===== src/rtl/core/ocp_pkg.sv =====
// ----------------------------------------------------------------------------
// ocp_pkg
// Shared types, constants, microcode and angle helpers for the orbit camera
// position block.
// ----------------------------------------------------------------------------
package ocp_pkg;

   // fixed-point setup
   localparam int TRIG_FRAC_BITS = 15;
   localparam int DIST_FRAC_BITS = 8;

   // field widths
   localparam int MODE_W     = 3;
   localparam int DX_W       = 12;
   localparam int DY_W       = 12;
   localparam int WHEEL_W    = 9;
   localparam int ANG_W      = 9;
   localparam int DIST_W     = 20;
   localparam int FOV_W      = 8;
   localparam int POS_W      = 21;
   localparam int CSR_IDX_W  = 3;
   localparam int CSR_DATA_W = 20;

   // derived widths
   localparam int TRIG_MAG_W = TRIG_FRAC_BITS + 1;
   localparam int TRIG_W     = TRIG_FRAC_BITS + 2;
   localparam int PROD_W     = POS_W + TRIG_W;
   localparam int ZOOM_W     = ((DIST_W + 1 > DY_W + DIST_FRAC_BITS) ?
                                (DIST_W + 1) : (DY_W + DIST_FRAC_BITS)) + 1;
   localparam int TRIG_UP    = (TRIG_FRAC_BITS >= 15) ? (TRIG_FRAC_BITS - 15) : 0;
   localparam int TRIG_DN    = (TRIG_FRAC_BITS < 15) ? (15 - TRIG_FRAC_BITS) : 0;
   localparam int TRIG_RND   = (TRIG_DN > 0) ? (1 << (TRIG_DN - 1)) : 0;

   localparam logic [DIST_W-1:0] DIST_MASK = {DIST_W{1'b1}};

   // command codes
   localparam logic [MODE_W-1:0] MODE_ROTATE = 3'd0;
   localparam logic [MODE_W-1:0] MODE_ZOOM   = 3'd1;
   localparam logic [MODE_W-1:0] MODE_FOV    = 3'd2;
   localparam logic [MODE_W-1:0] MODE_INVERT = 3'd3;
   localparam logic [MODE_W-1:0] MODE_START  = 3'd4;

   // register indexes
   localparam logic [CSR_IDX_W-1:0] CSR_UP_IS_Y       = 3'd0;
   localparam logic [CSR_IDX_W-1:0] CSR_CONSTRAIN     = 3'd1;
   localparam logic [CSR_IDX_W-1:0] CSR_MIN_DISTANCE  = 3'd2;
   localparam logic [CSR_IDX_W-1:0] CSR_MAX_DISTANCE  = 3'd3;
   localparam logic [CSR_IDX_W-1:0] CSR_START_YAW     = 3'd4;
   localparam logic [CSR_IDX_W-1:0] CSR_START_PITCH   = 3'd5;
   localparam logic [CSR_IDX_W-1:0] CSR_START_DIST    = 3'd6;
   localparam logic [CSR_IDX_W-1:0] CSR_MAX_FOV       = 3'd7;

   function automatic logic [DIST_W-1:0] sat_dist(input int unsigned whole);
      logic [63:0] v;
      v = 64'(whole) << DIST_FRAC_BITS;
      return (v > 64'(DIST_MASK)) ? DIST_MASK : v[DIST_W-1:0];
   endfunction

   localparam logic [DIST_W-1:0]       RST_MIN_DIST   = sat_dist(1);
   localparam logic [DIST_W-1:0]       RST_MAX_DIST   = sat_dist(1500);
   localparam logic [DIST_W-1:0]       RST_START_DIST = sat_dist(10);
   localparam logic signed [ANG_W-1:0] RST_YAW        = 9'sd0;
   localparam logic signed [ANG_W-1:0] RST_PITCH      = 9'sd90;
   localparam logic [FOV_W-1:0]        RST_FOV        = 8'd45;

   localparam logic signed [ANG_W-1:0] PITCH_LO = 9'sd1;
   localparam logic signed [ANG_W-1:0] PITCH_HI = 9'sd179;

   // quarter-wave sine, Q1.15, one entry per degree
   localparam logic [15:0] SIN_Q15 [0:90] = '{
      16'd0,     16'd572,   16'd1144,  16'd1715,  16'd2286,  16'd2856,  16'd3425,
      16'd3993,  16'd4560,  16'd5126,  16'd5690,  16'd6252,  16'd6813,  16'd7371,
      16'd7927,  16'd8481,  16'd9032,  16'd9580,  16'd10126, 16'd10668, 16'd11207,
      16'd11743, 16'd12275, 16'd12803, 16'd13328, 16'd13848, 16'd14365, 16'd14876,
      16'd15384, 16'd15886, 16'd16384, 16'd16877, 16'd17364, 16'd17847, 16'd18324,
      16'd18795, 16'd19261, 16'd19720, 16'd20174, 16'd20622, 16'd21063, 16'd21498,
      16'd21926, 16'd22348, 16'd22763, 16'd23170, 16'd23571, 16'd23965, 16'd24351,
      16'd24730, 16'd25102, 16'd25466, 16'd25822, 16'd26170, 16'd26510, 16'd26842,
      16'd27166, 16'd27482, 16'd27789, 16'd28088, 16'd28378, 16'd28660, 16'd28932,
      16'd29197, 16'd29452, 16'd29698, 16'd29935, 16'd30163, 16'd30382, 16'd30592,
      16'd30792, 16'd30983, 16'd31164, 16'd31336, 16'd31499, 16'd31651, 16'd31795,
      16'd31928, 16'd32052, 16'd32166, 16'd32270, 16'd32365, 16'd32449, 16'd32524,
      16'd32588, 16'd32643, 16'd32688, 16'd32723, 16'd32748, 16'd32763, 16'd32768
   };

   // table value rescaled to TRIG_FRAC_BITS, rounded half up when narrowing
   function automatic logic [TRIG_MAG_W-1:0] trig_mag(input logic [6:0] idx);
      logic [39:0] v;
      v = 40'(SIN_Q15[idx]);
      v = ((v + 40'(TRIG_RND)) >> TRIG_DN) << TRIG_UP;
      return v[TRIG_MAG_W-1:0];
   endfunction

   // sine of a whole-degree angle in -180..269
   function automatic logic signed [TRIG_W-1:0] trig_value(input logic signed [9:0] a);
      logic [8:0]            r;
      logic                  neg;
      logic [7:0]            q;
      logic [6:0]            idx;
      logic [TRIG_MAG_W-1:0] mag;
      logic signed [TRIG_W-1:0] m;
      r   = a[9] ? 9'(a + 10'sd360) : a[8:0];
      neg = (r >= 9'd180);
      q   = neg ? 8'(r - 9'd180) : r[7:0];
      idx = (q > 8'd90) ? 7'(8'd180 - q) : q[6:0];
      mag = trig_mag(idx);
      m   = $signed({1'b0, mag});
      return neg ? -m : m;
   endfunction

   // wraps into -180..179; input stays within -3060..2699
   function automatic logic signed [ANG_W-1:0] wrap_deg(input logic signed [13:0] a);
      logic [14:0]       r;
      logic signed [9:0] s;
      r = 15'($signed({a[13], a}) + 15'sd3060);
      if (r >= 15'd2880) r = r - 15'd2880;
      if (r >= 15'd1440) r = r - 15'd1440;
      if (r >= 15'd720)  r = r - 15'd720;
      if (r >= 15'd360)  r = r - 15'd360;
      s = $signed({1'b0, r[8:0]}) - 10'sd180;
      return s[ANG_W-1:0];
   endfunction

   // ---------------------------------------------------------------- microcode
   localparam int STEP_W = 3;
   localparam logic [STEP_W-1:0] STEP_IDLE  = 3'd0;
   localparam logic [STEP_W-1:0] STEP_TRIG  = 3'd1;
   localparam logic [STEP_W-1:0] STEP_MUL_A = 3'd2;
   localparam logic [STEP_W-1:0] STEP_MUL_B = 3'd3;
   localparam logic [STEP_W-1:0] STEP_MUL_C = 3'd4;
   localparam logic [STEP_W-1:0] STEP_MUL_D = 3'd5;
   localparam logic [STEP_W-1:0] STEP_EMIT  = 3'd6;

   typedef enum logic [1:0] {
      JMP_NEVER,
      JMP_ALWAYS,
      JMP_NO_REQ,
      JMP_OUT_BUSY
   } ocp_jump_type;

   typedef enum logic [0:0] {
      OPA_DIST,
      OPA_T1
   } ocp_opa_type;

   typedef enum logic [1:0] {
      TRIG_SIN_YAW,
      TRIG_COS_YAW,
      TRIG_SIN_PITCH,
      TRIG_COS_PITCH
   } ocp_trig_type;

   typedef enum logic [1:0] {
      DST_T1,
      DST_X,
      DST_Y,
      DST_Z
   } ocp_dst_type;

   typedef struct packed {
      logic              accept;
      logic              load_trig;
      logic              mul_en;
      ocp_opa_type       opa;
      ocp_trig_type      opb_y;
      ocp_trig_type      opb_z;
      ocp_dst_type       dst_y;
      ocp_dst_type       dst_z;
      logic              emit;
      ocp_jump_type      jump;
      logic [STEP_W-1:0] jump_step;
      logic [STEP_W-1:0] next_step;
   } ocp_uword_type;

   typedef struct packed {
      logic req_valid;
      logic out_busy;
   } ocp_status_type;

   function automatic ocp_uword_type ucode(input logic [STEP_W-1:0] step);
      ocp_uword_type w;
      w = '{accept: 1'b0, load_trig: 1'b0, mul_en: 1'b0, opa: OPA_DIST,
            opb_y: TRIG_SIN_YAW, opb_z: TRIG_SIN_YAW, dst_y: DST_T1, dst_z: DST_T1,
            emit: 1'b0, jump: JMP_NEVER, jump_step: STEP_IDLE, next_step: STEP_IDLE};
      case (step)
         STEP_IDLE: begin
            w.accept    = 1'b1;
            w.jump      = JMP_NO_REQ;
            w.jump_step = STEP_IDLE;
            w.next_step = STEP_TRIG;
         end
         STEP_TRIG: begin
            w.load_trig = 1'b1;
            w.next_step = STEP_MUL_A;
         end
         STEP_MUL_A: begin
            w.mul_en    = 1'b1;
            w.opa       = OPA_DIST;
            w.opb_y     = TRIG_SIN_PITCH;
            w.opb_z     = TRIG_COS_YAW;
            w.dst_y     = DST_T1;
            w.dst_z     = DST_T1;
            w.next_step = STEP_MUL_B;
         end
         STEP_MUL_B: begin
            w.mul_en    = 1'b1;
            w.opa       = OPA_DIST;
            w.opb_y     = TRIG_COS_PITCH;
            w.opb_z     = TRIG_SIN_YAW;
            w.dst_y     = DST_Y;
            w.dst_z     = DST_Z;
            w.next_step = STEP_MUL_C;
         end
         STEP_MUL_C: begin
            w.mul_en    = 1'b1;
            w.opa       = OPA_T1;
            w.opb_y     = TRIG_SIN_YAW;
            w.opb_z     = TRIG_SIN_PITCH;
            w.dst_y     = DST_X;
            w.dst_z     = DST_X;
            w.next_step = STEP_MUL_D;
         end
         STEP_MUL_D: begin
            w.mul_en    = 1'b1;
            w.opa       = OPA_T1;
            w.opb_y     = TRIG_COS_YAW;
            w.opb_z     = TRIG_COS_PITCH;
            w.dst_y     = DST_Z;
            w.dst_z     = DST_Y;
            w.next_step = STEP_EMIT;
         end
         STEP_EMIT: begin
            w.emit      = 1'b1;
            w.jump      = JMP_OUT_BUSY;
            w.jump_step = STEP_EMIT;
            w.next_step = STEP_IDLE;
         end
         default: begin
            w.next_step = STEP_IDLE;
         end
      endcase
      return w;
   endfunction

endpackage


===== src/rtl/core/orbit_camera_position.sv =====
// ----------------------------------------------------------------------------
// orbit_camera_position
// Orbit camera state (yaw, pitch, distance, fov) updated by one command per
// transaction, followed by the camera position on the orbit sphere.
// ----------------------------------------------------------------------------
// Sequence: the microcode walks idle (request accepted), trig lookup, four passes
//   through the single shared multiplier and the output load; a new transaction
//   is accepted only once the sequencer is back in idle.
// A waiting response does not block the sequencer until its output load step.
// Reset (synchronous): requests stalled while held; registers and camera state
//   take their reset values, sequencer returns to idle, no response pending.
module orbit_camera_position (
   input  logic                                     clock,
   input  logic                                     reset,

   input  logic                                     csr_wr_en,
   input  logic [ocp_pkg::CSR_IDX_W-1:0]            csr_index,
   input  logic [ocp_pkg::CSR_DATA_W-1:0]           csr_wdata,

   input  logic                                     req_valid,
   output logic                                     req_stall,
   input  logic [ocp_pkg::MODE_W-1:0]               req_mode,
   input  logic signed [ocp_pkg::DX_W-1:0]          req_dx,
   input  logic signed [ocp_pkg::DY_W-1:0]          req_dy,
   input  logic signed [ocp_pkg::WHEEL_W-1:0]       req_wheel,

   output logic                                     rsp_valid,
   input  logic                                     rsp_stall,
   output logic signed [ocp_pkg::POS_W-1:0]         rsp_pos_x,
   output logic signed [ocp_pkg::POS_W-1:0]         rsp_pos_y,
   output logic signed [ocp_pkg::POS_W-1:0]         rsp_pos_z,
   output logic [ocp_pkg::FOV_W-1:0]                rsp_view_angle,
   output logic [ocp_pkg::DIST_W-1:0]               rsp_orbit_range
);

   // configuration registers
   logic                                up_is_y_ff;
   logic                                constrain_ff;
   logic [ocp_pkg::DIST_W-1:0]          min_dist_ff;
   logic [ocp_pkg::DIST_W-1:0]          max_dist_ff;
   logic signed [ocp_pkg::ANG_W-1:0]    start_yaw_ff;
   logic signed [ocp_pkg::ANG_W-1:0]    start_pitch_ff;
   logic [ocp_pkg::DIST_W-1:0]          start_dist_ff;
   logic [ocp_pkg::FOV_W-1:0]           max_fov_ff;

   // camera state
   logic signed [ocp_pkg::ANG_W-1:0]    yaw_ff,   yaw_in;
   logic signed [ocp_pkg::ANG_W-1:0]    pitch_ff, pitch_in;
   logic [ocp_pkg::DIST_W-1:0]          dist_ff,  dist_in;
   logic [ocp_pkg::FOV_W-1:0]           fov_ff,   fov_in;

   // datapath
   logic signed [ocp_pkg::TRIG_W-1:0]   sin_yaw_ff, cos_yaw_ff, sin_pitch_ff, cos_pitch_ff;
   logic signed [ocp_pkg::POS_W-1:0]    t1_ff, px_ff, py_ff, pz_ff;
   logic signed [ocp_pkg::POS_W-1:0]    opa;
   logic signed [ocp_pkg::TRIG_W-1:0]   opb;
   logic signed [ocp_pkg::PROD_W-1:0]   prod;
   logic signed [ocp_pkg::POS_W-1:0]    mul_res;
   ocp_pkg::ocp_trig_type               opb_sel;
   ocp_pkg::ocp_dst_type                dst_sel;

   // response register
   logic                                rsp_valid_ff;
   logic signed [ocp_pkg::POS_W-1:0]    rsp_x_ff, rsp_y_ff, rsp_z_ff;
   logic [ocp_pkg::FOV_W-1:0]           rsp_fov_ff;
   logic [ocp_pkg::DIST_W-1:0]          rsp_dist_ff;

   ocp_pkg::ocp_uword_type              ctrl;
   ocp_pkg::ocp_status_type             status;
   logic                                req_fire;
   logic                                out_busy;
   logic                                emit_fire;

   assign out_busy  = rsp_valid_ff && rsp_stall;
   assign req_fire  = req_valid && ctrl.accept;
   assign emit_fire = ctrl.emit && !out_busy;
   assign req_stall = !ctrl.accept || reset;

   assign status.req_valid = req_valid;
   assign status.out_busy  = out_busy;

   ocp_sequencer u_seq (
      .clock  (clock),
      .reset  (reset),
      .status (status),
      .ctrl   (ctrl)
   );

   // ------------------------------------------------------------ configuration
   always_ff @(posedge clock) begin
      if (reset) begin
         up_is_y_ff     <= 1'b1;
         constrain_ff   <= 1'b1;
         min_dist_ff    <= ocp_pkg::RST_MIN_DIST;
         max_dist_ff    <= ocp_pkg::RST_MAX_DIST;
         start_yaw_ff   <= ocp_pkg::RST_YAW;
         start_pitch_ff <= ocp_pkg::RST_PITCH;
         start_dist_ff  <= ocp_pkg::RST_START_DIST;
         max_fov_ff     <= ocp_pkg::RST_FOV;
      end else if (csr_wr_en) begin
         case (csr_index)
            ocp_pkg::CSR_UP_IS_Y:      up_is_y_ff     <= csr_wdata[0];
            ocp_pkg::CSR_CONSTRAIN:    constrain_ff   <= csr_wdata[0];
            ocp_pkg::CSR_MIN_DISTANCE: min_dist_ff    <= csr_wdata[ocp_pkg::DIST_W-1:0];
            ocp_pkg::CSR_MAX_DISTANCE: max_dist_ff    <= csr_wdata[ocp_pkg::DIST_W-1:0];
            ocp_pkg::CSR_START_YAW:    start_yaw_ff   <= $signed(csr_wdata[ocp_pkg::ANG_W-1:0]);
            ocp_pkg::CSR_START_PITCH:  start_pitch_ff <= $signed(csr_wdata[ocp_pkg::ANG_W-1:0]);
            ocp_pkg::CSR_START_DIST:   start_dist_ff  <= csr_wdata[ocp_pkg::DIST_W-1:0];
            ocp_pkg::CSR_MAX_FOV:      max_fov_ff     <= csr_wdata[ocp_pkg::FOV_W-1:0];
            default: ;
         endcase
      end
   end

   // ------------------------------------------------------------ command apply
   always_comb begin
      logic signed [13:0]                p;
      logic signed [ocp_pkg::ZOOM_W-1:0] v;
      logic signed [10:0]                f;
      logic signed [10:0]                fmax;
      yaw_in   = yaw_ff;
      pitch_in = pitch_ff;
      dist_in  = dist_ff;
      fov_in   = fov_ff;
      p        = '0;
      v        = '0;
      f        = $signed({3'b000, fov_ff});
      fmax     = $signed({3'b000, max_fov_ff});
      case (req_mode)
         ocp_pkg::MODE_ROTATE: begin
            if (up_is_y_ff) begin
               yaw_in = ocp_pkg::wrap_deg(14'(yaw_ff) - 14'(req_dx));
               p      = 14'(pitch_ff) - 14'(req_dy);
               if (constrain_ff) begin
                  if (p < 14'(ocp_pkg::PITCH_LO)) p = 14'(ocp_pkg::PITCH_LO);
                  if (p > 14'(ocp_pkg::PITCH_HI)) p = 14'(ocp_pkg::PITCH_HI);
               end
               pitch_in = ocp_pkg::wrap_deg(p);
            end else begin
               yaw_in   = ocp_pkg::wrap_deg(14'(yaw_ff) + 14'(req_dy));
               pitch_in = ocp_pkg::wrap_deg(14'(pitch_ff) + 14'(req_dx));
            end
         end
         ocp_pkg::MODE_ZOOM: begin
            v = ocp_pkg::ZOOM_W'($signed({1'b0, dist_ff}))
              + (ocp_pkg::ZOOM_W'(req_dy) <<< ocp_pkg::DIST_FRAC_BITS);
            // min first, max last: max wins when the limits cross
            if (v < ocp_pkg::ZOOM_W'($signed({1'b0, min_dist_ff})))
               v = ocp_pkg::ZOOM_W'($signed({1'b0, min_dist_ff}));
            if (v > ocp_pkg::ZOOM_W'($signed({1'b0, max_dist_ff})))
               v = ocp_pkg::ZOOM_W'($signed({1'b0, max_dist_ff}));
            dist_in = v[ocp_pkg::DIST_W-1:0];
         end
         ocp_pkg::MODE_FOV: begin
            if (req_wheel != '0 && f >= 11'sd1 && f <= fmax)
               f = f - 11'(req_wheel);
            if (f < 11'sd1)
               f = 11'sd1;
            else if (f > fmax)
               f = fmax;
            fov_in = f[ocp_pkg::FOV_W-1:0];
         end
         ocp_pkg::MODE_INVERT: begin
            pitch_in = ocp_pkg::wrap_deg(-14'(pitch_ff));
         end
         ocp_pkg::MODE_START: begin
            yaw_in   = ocp_pkg::wrap_deg(14'(start_yaw_ff));
            pitch_in = ocp_pkg::wrap_deg(14'(start_pitch_ff));
            dist_in  = start_dist_ff;
            fov_in   = max_fov_ff;
         end
         default: ;
      endcase
   end

   always_ff @(posedge clock) begin
      if (reset) begin
         yaw_ff   <= ocp_pkg::RST_YAW;
         pitch_ff <= ocp_pkg::RST_PITCH;
         dist_ff  <= ocp_pkg::RST_START_DIST;
         fov_ff   <= ocp_pkg::RST_FOV;
      end else if (req_fire) begin
         yaw_ff   <= yaw_in;
         pitch_ff <= pitch_in;
         dist_ff  <= dist_in;
         fov_ff   <= fov_in;
      end
   end

   // ------------------------------------------------------------ trig and multiply
   always_ff @(posedge clock) begin
      if (ctrl.load_trig) begin
         sin_yaw_ff   <= ocp_pkg::trig_value(10'(yaw_ff));
         cos_yaw_ff   <= ocp_pkg::trig_value(10'(yaw_ff) + 10'sd90);
         sin_pitch_ff <= ocp_pkg::trig_value(10'(pitch_ff));
         cos_pitch_ff <= ocp_pkg::trig_value(10'(pitch_ff) + 10'sd90);
      end
   end

   assign opb_sel = up_is_y_ff ? ctrl.opb_y : ctrl.opb_z;
   assign dst_sel = up_is_y_ff ? ctrl.dst_y : ctrl.dst_z;

   always_comb begin
      opa = (ctrl.opa == ocp_pkg::OPA_DIST) ? $signed({1'b0, dist_ff}) : t1_ff;
      case (opb_sel)
         ocp_pkg::TRIG_SIN_YAW:   opb = sin_yaw_ff;
         ocp_pkg::TRIG_COS_YAW:   opb = cos_yaw_ff;
         ocp_pkg::TRIG_SIN_PITCH: opb = sin_pitch_ff;
         ocp_pkg::TRIG_COS_PITCH: opb = cos_pitch_ff;
         default:                 opb = sin_yaw_ff;
      endcase
      prod    = ocp_pkg::PROD_W'(opa) * ocp_pkg::PROD_W'(opb);
      // arithmetic shift is the floor of the scaled product
      mul_res = ocp_pkg::POS_W'(prod >>> ocp_pkg::TRIG_FRAC_BITS);
   end

   always_ff @(posedge clock) begin
      if (ctrl.mul_en) begin
         case (dst_sel)
            ocp_pkg::DST_T1: t1_ff <= mul_res;
            ocp_pkg::DST_X:  px_ff <= mul_res;
            ocp_pkg::DST_Y:  py_ff <= mul_res;
            ocp_pkg::DST_Z:  pz_ff <= mul_res;
            default: ;
         endcase
      end
   end

   // ------------------------------------------------------------ response
   always_ff @(posedge clock) begin
      if (reset) begin
         rsp_valid_ff <= 1'b0;
      end else if (emit_fire) begin
         rsp_valid_ff <= 1'b1;
      end else if (!rsp_stall) begin
         rsp_valid_ff <= 1'b0;
      end
   end

   always_ff @(posedge clock) begin
      if (emit_fire) begin
         rsp_x_ff    <= px_ff;
         rsp_y_ff    <= py_ff;
         rsp_z_ff    <= pz_ff;
         rsp_fov_ff  <= fov_ff;
         rsp_dist_ff <= dist_ff;
      end
   end

   assign rsp_valid       = rsp_valid_ff;
   assign rsp_pos_x       = rsp_x_ff;
   assign rsp_pos_y       = rsp_y_ff;
   assign rsp_pos_z       = rsp_z_ff;
   assign rsp_view_angle  = rsp_fov_ff;
   assign rsp_orbit_range = rsp_dist_ff;

   // ------------------------------------------------------------ assertions
   // one transaction in flight: the sequencer leaves idle right after accepting
   a_busy_after_accept: assert property (@(posedge clock) disable iff (reset)
      req_valid && !req_stall |=> req_stall)
      else $error("request accepted while sequencer busy");

   // angles always kept wrapped
   a_angles_wrapped: assert property (@(posedge clock) disable iff (reset)
      yaw_ff >= -9'sd180 && yaw_ff <= 9'sd179 && pitch_ff >= -9'sd180 && pitch_ff <= 9'sd179)
      else $error("yaw or pitch out of range");

   // zoom lands inside the distance window when the window is sane
   a_zoom_clamped: assert property (@(posedge clock) disable iff (reset)
      req_fire && req_mode == ocp_pkg::MODE_ZOOM && min_dist_ff <= max_dist_ff && !csr_wr_en
      |=> dist_ff >= $past(min_dist_ff) && dist_ff <= $past(max_dist_ff))
      else $error("zoom result outside distance window");

   // loading the output register always raises valid
   a_emit_sets_valid: assert property (@(posedge clock) disable iff (reset)
      emit_fire |=> rsp_valid)
      else $error("response load lost");

endmodule


===== src/rtl/core/ocp_sequencer.sv =====
// ----------------------------------------------------------------------------
// ocp_sequencer
// Step counter over the microcode table with conditional jumps on input
// and output handshake status.
// ----------------------------------------------------------------------------
module ocp_sequencer (
   input  logic                   clock,
   input  logic                   reset,
   input  ocp_pkg::ocp_status_type status,
   output ocp_pkg::ocp_uword_type  ctrl
);

   logic [ocp_pkg::STEP_W-1:0] step_ff;
   logic [ocp_pkg::STEP_W-1:0] step_in;
   logic                       take_jump;

   always_comb begin
      ctrl = ocp_pkg::ucode(step_ff);
   end

   always_comb begin
      case (ctrl.jump)
         ocp_pkg::JMP_NEVER:    take_jump = 1'b0;
         ocp_pkg::JMP_ALWAYS:   take_jump = 1'b1;
         ocp_pkg::JMP_NO_REQ:   take_jump = !status.req_valid;
         ocp_pkg::JMP_OUT_BUSY: take_jump = status.out_busy;
         default:               take_jump = 1'b0;
      endcase
      step_in = take_jump ? ctrl.jump_step : ctrl.next_step;
   end

   always_ff @(posedge clock) begin
      if (reset) begin
         step_ff <= ocp_pkg::STEP_IDLE;
      end else begin
         step_ff <= step_in;
      end
   end

endmodule


===== config.mk =====
export PLATFORM = sky130hd
export DESIGN_NAME = orbit_camera_position
export DESIGN_NICKNAME = d
export VERILOG_FILES = /design/src/rtl/core/ocp_pkg.sv /design/src/rtl/core/orbit_camera_position.sv /design/src/rtl/core/ocp_sequencer.sv
export SDC_FILE = /design/constraint.sdc
export NUM_CORES = 2
export LEC_CHECK = 0
export ABC_AREA = 1
export BUFFER_PORTS_ARGS = -buffer_cell sky130_fd_sc_hd__buf_2
export CORE_ASPECT_RATIO = 0.9
export CORE_MARGIN = 3
export CORE_UTILIZATION = 55
export DETAILED_ROUTE_END_ITERATION = 10
export PLACE_DENSITY = 0.68
export SYNTH_ARGS = -nofsm -noshare
export SYNTH_HDL_FRONTEND = slang
export SYNTH_HIERARCHICAL = 1
export SYNTH_SLANG_ARGS = --single-unit

===== constraint.sdc =====
create_clock -name clock -period 13.3 [get_ports clock]
set_clock_uncertainty 0.2 [all_clocks]
set_input_delay 2.66 -clock clock [delete_from_list [all_inputs] [get_ports clock]]
set_output_delay 2.66 -clock clock [all_outputs]
set_load 0.02 [all_outputs]

Yosys cells after proc, flatten, opt, wreduce, memory -nomap -nowiden

Memories as Yosys holds them, arrays and structs flattened.
Cells that the tools add are included.

Register bits: 381
Bits in read-only memories: 8,192
Input port bits: 64
Output and inout port bits: 93
Word-level logic and storage cells: 349
Memories kept: 4

Memory list:

| memory          | words | width | rd ports | clocked after Yosys merged registers in | wr ports | RTL line      | source |
|---|---|---|---|---|---|---|---|
| (no name shown) | 128   | 16    | 1        | 0                                       | 0        | ocp_pkg.sv:89 | `v = 40'(SIN_Q15[idx]);` |
| (no name shown) | 128   | 16    | 1        | 0                                       | 0        | ocp_pkg.sv:89 |  |
| (no name shown) | 128   | 16    | 1        | 0                                       | 0        | ocp_pkg.sv:89 |  |
| (no name shown) | 128   | 16    | 1        | 0                                       | 0        | ocp_pkg.sv:89 |  |

Add/subtract/negate cells: 67
Multipliers: 1
Order comparisons: 48
Equality and inequality tests: 27
Multiplexer cells: 131
Bitwise logic cells: 4
Reduce and logical (&&, ||, !) cells: 36

Operator list:

| operator                                                                              | number |
|---|---|
| 15-bit 2-to-1 mux                                                                     | 54 |
| 9-bit 2-to-1 mux                                                                      | 24 |
| 16-bit 2-to-1 mux                                                                     | 12 |
| 14-bit 2-to-1 mux                                                                     | 8 |
| 15-bit by 10-bit greater-or-equal comparator with 1-bit output, second input constant | 7 |
| 15-bit by 11-bit greater-or-equal comparator with 1-bit output, second input constant | 7 |
| 15-bit by 12-bit greater-or-equal comparator with 1-bit output, second input constant | 7 |
| 15-bit by 9-bit greater-or-equal comparator with 1-bit output, second input constant  | 7 |
| 15-bit by 10-bit subtractor with 15-bit output, second input constant                 | 7 |
| 15-bit by 11-bit subtractor with 15-bit output, second input constant                 | 7 |
| 14-bit by 13-bit subtractor with 15-bit output, second input constant                 | 5 |
| 16-bit negation with 17-bit output                                                    | 4 |
| 17-bit case mux with 4 select lines                                                   | 1 |
| 9-bit by 8-bit subtractor with 9-bit output, second input constant                    | 7 |
| 9-bit subtractor, second input constant                                               | 7 |
| 8-bit 2-to-1 mux                                                                      | 6 |
| 22-bit 2-to-1 mux                                                                     | 2 |
| 13-bit by 13-bit adder with 14-bit output, second input constant                      | 3 |
| 10-bit case mux with 4 select lines                                                   | 1 |
| 20-bit case mux with 2 select lines                                                   | 1 |
| 9-bit adder, second input constant                                                    | 4 |
| 9-bit by 8-bit greater-or-equal comparator with 1-bit output, second input constant   | 4 |
| 21-bit by 17-bit multiplier with 36-bit output                                        | 1 |
| 8-bit greater-or-equal comparator, second input constant                              | 4 |
| other kinds (49)                                                                      | 124 |

Depth between registers and ports, before layout

Depth after elaboration: 31
Depth in mapped cells: 70
Mapped depth without buffers: 68

Modules after synthesis

The synthesis kept the hierarchy.

Modules (own cells, without submodules):

| module                | instances | cells each | area an instance (um^2) | sequential area each (um^2) |
|---|---|---|---|---|
| orbit_camera_position | 1         | 6,779      | 48,514.0                | 9,999.6 |
| ocp_sequencer         | 1         | 48         | 290.3                   | 60.1 |

Worst setup path after synthesis

Ideal clock, no wire load.

Kind: input to register
Start point: in req_dy[0] in the netlist's numbering
End point: reg pitch_ff[8] in the netlist's numbering
Setup time: 0.068 ns
Arrival time: 9.696 ns
Required time: 13.032 ns
Path slack: 3.336 ns
Stages on the path: 63
Path buffers: 0
Cells stage by stage: ha_1 > fa_1 > inv_1 > nand3_1 > nand3_1 > nand2_1 > nand2_1 > nand2_1 > nand2_4 > inv_1 > or4_1 > nor4_1 > ha_1 > nor3_1 > nand3_1 > a21oi_1 > nand3_1 > o2111ai_1 > [... 27 more ...] > nand2_1 > nand2_1 > ha_1 > inv_1 > nand3_1 > o21ai_1 > nand2_1 > nand3_2 > nand2_1 > nand3_2 > nand2_2 > nor2_4 > nand2_2 > nand2_2 > nand3_1 > nand3_1 > nand2_1 > a21oi_2

Longest elaborated chain between the ends: 31
Elaborated cells on any way between the ends: 35
Classes of those cells: add/sub (7); order compare (6); mux (22)

Ends and longest elaborated chain:

| element                                                                                                  | RTL line                     | source |
|---|---|---|
| start, declared                                                                                          | orbit_camera_position.sv:24  | `input logic signed [ocp_pkg::DY_W-1:0] req_dy,` |
| 9-bit by 12-bit subtractor with 13-bit output (*)                                                        | orbit_camera_position.sv:133 | `p = 14'(pitch_ff) - 14'(req_dy);` |
| 13-bit by 2-bit less-than comparator with 1-bit output                                                   | orbit_camera_position.sv:135 | `if (p < 14'(ocp_pkg::PITCH_LO)) p = 14'(ocp_pkg::PITCH_LO);` |
| 14-bit 2-to-1 mux                                                                                        | orbit_camera_position.sv:135 |  |
| 14-bit 2-to-1 mux                                                                                        | orbit_camera_position.sv:134 | `if (constrain_ff) begin` |
| 14-bit 2-to-1 mux                                                                                        | orbit_camera_position.sv:131 | `if (up_is_y_ff) begin` |
| 14-bit 2-to-1 mux                                                                                        | orbit_camera_position.sv:129 | `case (req_mode)` |
| 14-bit by 9-bit greater-than comparator with 1-bit output                                                | orbit_camera_position.sv:136 | `if (p > 14'(ocp_pkg::PITCH_HI)) p = 14'(ocp_pkg::PITCH_HI);` |
| 14-bit 2-to-1 mux                                                                                        | orbit_camera_position.sv:136 |  |
| [... 15 more ...]                                                                                        | --                           |  |
| 15-bit 2-to-1 mux (*)                                                                                    | orbit_camera_position.sv:129 |  |
| 15-bit by 9-bit greater-or-equal comparator with 1-bit output / 9-bit subtractor (equally long branches) | ocp_pkg.sv:119               | `if (r >= 15'd360) r = r - 15'd360;` |
| 9-bit 2-to-1 mux (*)                                                                                     | ocp_pkg.sv:119               |  |
| 9-bit 2-to-1 mux (*)                                                                                     | orbit_camera_position.sv:131 |  |
| 9-bit 2-to-1 mux (*)                                                                                     | orbit_camera_position.sv:129 |  |
| 9-bit by 8-bit subtractor with 9-bit output (*)                                                          | ocp_pkg.sv:120               | `s = $signed({1'b0, r[8:0]}) - 10'sd180;` |
| 9-bit 2-to-1 mux (*)                                                                                     | orbit_camera_position.sv:131 |  |
| 9-bit case mux with 3 select lines (*)                                                                   | orbit_camera_position.sv:129 |  |
| end signal, assigned                                                                                     | orbit_camera_position.sv:179 | `pitch_ff <= ocp_pkg::RST_PITCH;` |
| end signal, assigned                                                                                     | orbit_camera_position.sv:184 | `pitch_ff <= pitch_in;` |
| end, declared                                                                                            | orbit_camera_position.sv:48  | `logic signed [ocp_pkg::ANG_W-1:0] pitch_ff, pitch_in;` |

Every way passes the cells marked *; elsewhere a longest branch is shown, timed or not. The select of a mux whose other input is x is not followed.
A chain may end at the register's enable or synchronous reset.

==> impl_results.rst <==
.. list-table::
   :header-rows: 1

   * - Metric
     - Value
   * - Unrepaired setup endpoints after global routing
     - no
   * - Ratio of routed vias to standard cells
     - around 5.7
   * - CTS root buffer
     - clkbuf_16
   * - Setup TNS
     - 0 ns
   * - Via count of the routed design
     - 45900
   * - Dominant cell type by count on the critical path
     - inv_1
   * - Hold bufs inserted after CTS
     - 0
   * - Hold crit path type
     - reg2reg
   * - Total overflow reported by the global router
     - 0
   * - Placement row count
     - ~100
   * - Die height
     - ~290 µm
   * - Critical path's largest stage delay
     - around 0.90 ns
   * - Overall routing resource usage
     - 0.313
   * - CTS tree
     - yes
   * - Synthesized instance count
     - between 6000 and 7000
   * - Wirelength per Cell
     - approximately 18 µm
   * - Highest Clock Rate
     - roughly 90 MHz
   * - Post-detailed-routing wire length
     - around 150000 µm
   * - First-pass GRT wire length
     - roughly 230000 µm
   * - Number of search-and-repair iterations in the first detailed-routing pass
     - 6
   * - Final critical path time including I/O delays and setup
     - 11.17 ns
   * - Core box area
     - approximately 87000 µm²
   * - Final period utilization
     - 0.840
   * - Max_slew headroom
     - 0.230
   * - Mean Syn Cell Area
     - 7.15 µm²
   * - Initial DRC count
     - about 4500
   * - Net count after synthesis
     - roughly 7600
   * - Data arrival time of the critical path
     - approximately 11 ns
   * - Final slew viol count
     - 0
   * - Die area
     - around 90000 µm²
   * - Starting density of the core
     - 0.561
   * - Kind of cell adding the most delay to the critical path
     - adder cells
   * - Count of yosys warnings during synthesis
     - 6
   * - Maximum fanout encountered on the critical timing path
     - 18
   * - Number of gates resized after cts
     - 0
   * - Instance count after placement with tap cells included
     - about 8000
   * - CP Data Required Time
     - approximately 13 ns
   * - Antenna violations before repair
     - 0
   * - Total Nets Final
     - 7651
   * - Num Clock Sinks
     - 381
   * - I/O Buffers
     - 156
   * - CP Class
     - reg2reg
   * - Maximum Capacitance Violations
     - 0
   * - Maximum number of pins on one net before global-route repair
     - 75
   * - I/O pin total
     - ~160
   * - Final hold vios
     - 0
   * - Setup crit start
     - u_seq/step_ff[1]
   * - DRC
     - 0
   * - Clock transition at the registers of the reported paths
     - roughly 0.070 ns
   * - Layout cell share with drive strength beyond 1
     - 0.0845
   * - Crit path buf inv count
     - 9
   * - Number of buffers inserted to repair setup after CTS
     - 0
   * - Endpoint class of the critical path
     - flip-flop
   * - Source of the worst hold timing path
     - pz_ff[0]
   * - Count of H-tree levels built during CTS
     - 2
   * - Slew @ Worst Pin
     - ~1.2 ns
   * - Via count of the first global-routing pass
     - approximately 43000
   * - N_diodes
     - 0
   * - Setup crit start kind
     - flip-flop
   * - Final standard cell count with taps included and fillers excluded
     - about 8100
   * - Status
     - completed
   * - Total clock buffers created by CTS
     - between 40 and 50
   * - Count of filler cells inserted in the layout
     - approximately 8300
   * - Horizontal die dimension
     - 320 µm
   * - DP Wirelength
     - roughly 110000 µm
   * - Worst hold margin
     - approximately 0.2 ns
   * - Clock latency on the worst-skew pair
     - a little over 0.6 ns
   * - Cell with the largest stage delay on the worst path
     - nor2_1
   * - Clock tree buffer depth
     - 3
   * - Count of nets left with antenna violations after detail routing
     - 0
   * - Area Overhead vs Synth
     - 6.68%
   * - Total of endpoints with negative setup slack in the final report
     - 0
   * - Mapped Area
     - approximately 49000 µm²
   * - Start of the worst register-to-register path
     - u_seq/step_ff[1]
   * - Routability cong.
     - between 0.9 and 1
-- cells in the final DEF (no fill, tap or decap), types with 28 or more instances in the layout --
| cell type | instances |
|---|---|
| nand2_2 | 62 |
| xnor2_1 | 63 |
| nor2_1 | 605 |
| dfxtp_1 | 138 |
| or2_2 | 38 |
| buf_2 | 156 |
| nand2_1 | 1495 |
| nand4_1 | 65 |
| clkbuf_16 | 41 |
| a31oi_1 | 35 |
| a221oi_1 | 29 |
| edfxtp_1 | 243 |
| ha_1 | 346 |
| a21oi_1 | 371 |
| inv_1 | 1187 |
| nor3_1 | 55 |
| inv_2 | 49 |
| o21ai_1 | 59 |
| fa_1 | 347 |
| o21ai_0 | 444 |
| buf_4 | 69 |
| o211ai_1 | 70 |
| nand3_1 | 325 |
| xor2_1 | 213 |
| nand3_2 | 28 |
-- per-layer routing --
layer	global-route usage	vias to the layer above	wire, µm
met3	0.0462	294	13600
li1	-	22100	-
met1	0.451	21500	64800
met2	0.492	2054	62900
met4	0.0869	0	4500
met5	0	-	0
-- cell type report --
cell class | count | area, µm² | area share
clock inverters | 21 | 269 | 0.00517
flip-flops and latches | 381 | 10100 | 0.193
repair buffers | 225 | 1300 | 0.0250
well taps | 1144 | 1430 | 0.0275
multi-input cells | 4986 | 33100 | 0.636
clock buffers | 55 | 1170 | 0.0225
inverters | 1259 | 4740 | 0.0910
-- registers in the layout, indices dropped and copies added (netlist names), 9 cells and up --
register	cells
py_ff	21
cos_yaw_ff	17
rsp_pos_y	21
sin_yaw_ff	17
start_pitch_ff	9
max_dist_ff	20
pz_ff	21
t1_ff	21
cos_pitch_ff	17
yaw_ff	9
sin_pitch_ff	17
pitch_ff	9
rsp_orbit_range	20
px_ff	21
start_dist_ff	20
rsp_pos_x	21
rsp_pos_z	21
min_dist_ff	20
start_yaw_ff	9
dist_ff	20
-- per-stage QoR --
step                      setup WS, ns  utilization  area, µm²
after floorplan                   3.34            -      48800
after global placement            2.02        0.582      50600
after detailed placement          1.92        0.582      50600
after CTS                         2.39        0.599      52000
after global routing              1.23        0.599      52000
final                             2.13        0.599      52000
-- worst reg2reg max path, delay by kind of cell, from the launching register on --
family | cells | cell delay (ns)
adders and majority gates | 7 | 3.25
AOI/OAI and AO/OA | 10 | 2.63
and+or+nand+nor | 9 | 2.30
buffers and inverters | 9 | 1.86
DFF | 1 | 0.46
xor gates and xnor gates | 1 | 0.15
-- path summary, 6_finish.rpt --
path | depth (start not counted) | endpoint | slack [ns]
hold reg to reg | 0 | rsp_pos_z[0] | 0.20
hold / removal | 0 | rsp_pos_z[0] | 0.20
setup / recovery | 36 | py_ff[20] | 2.13
setup reg to reg | 36 | py_ff[20] | 2.13
Power is not shown: default switching activity piles up to over one toggle a cycle in this logic, so the estimate is an artifact.
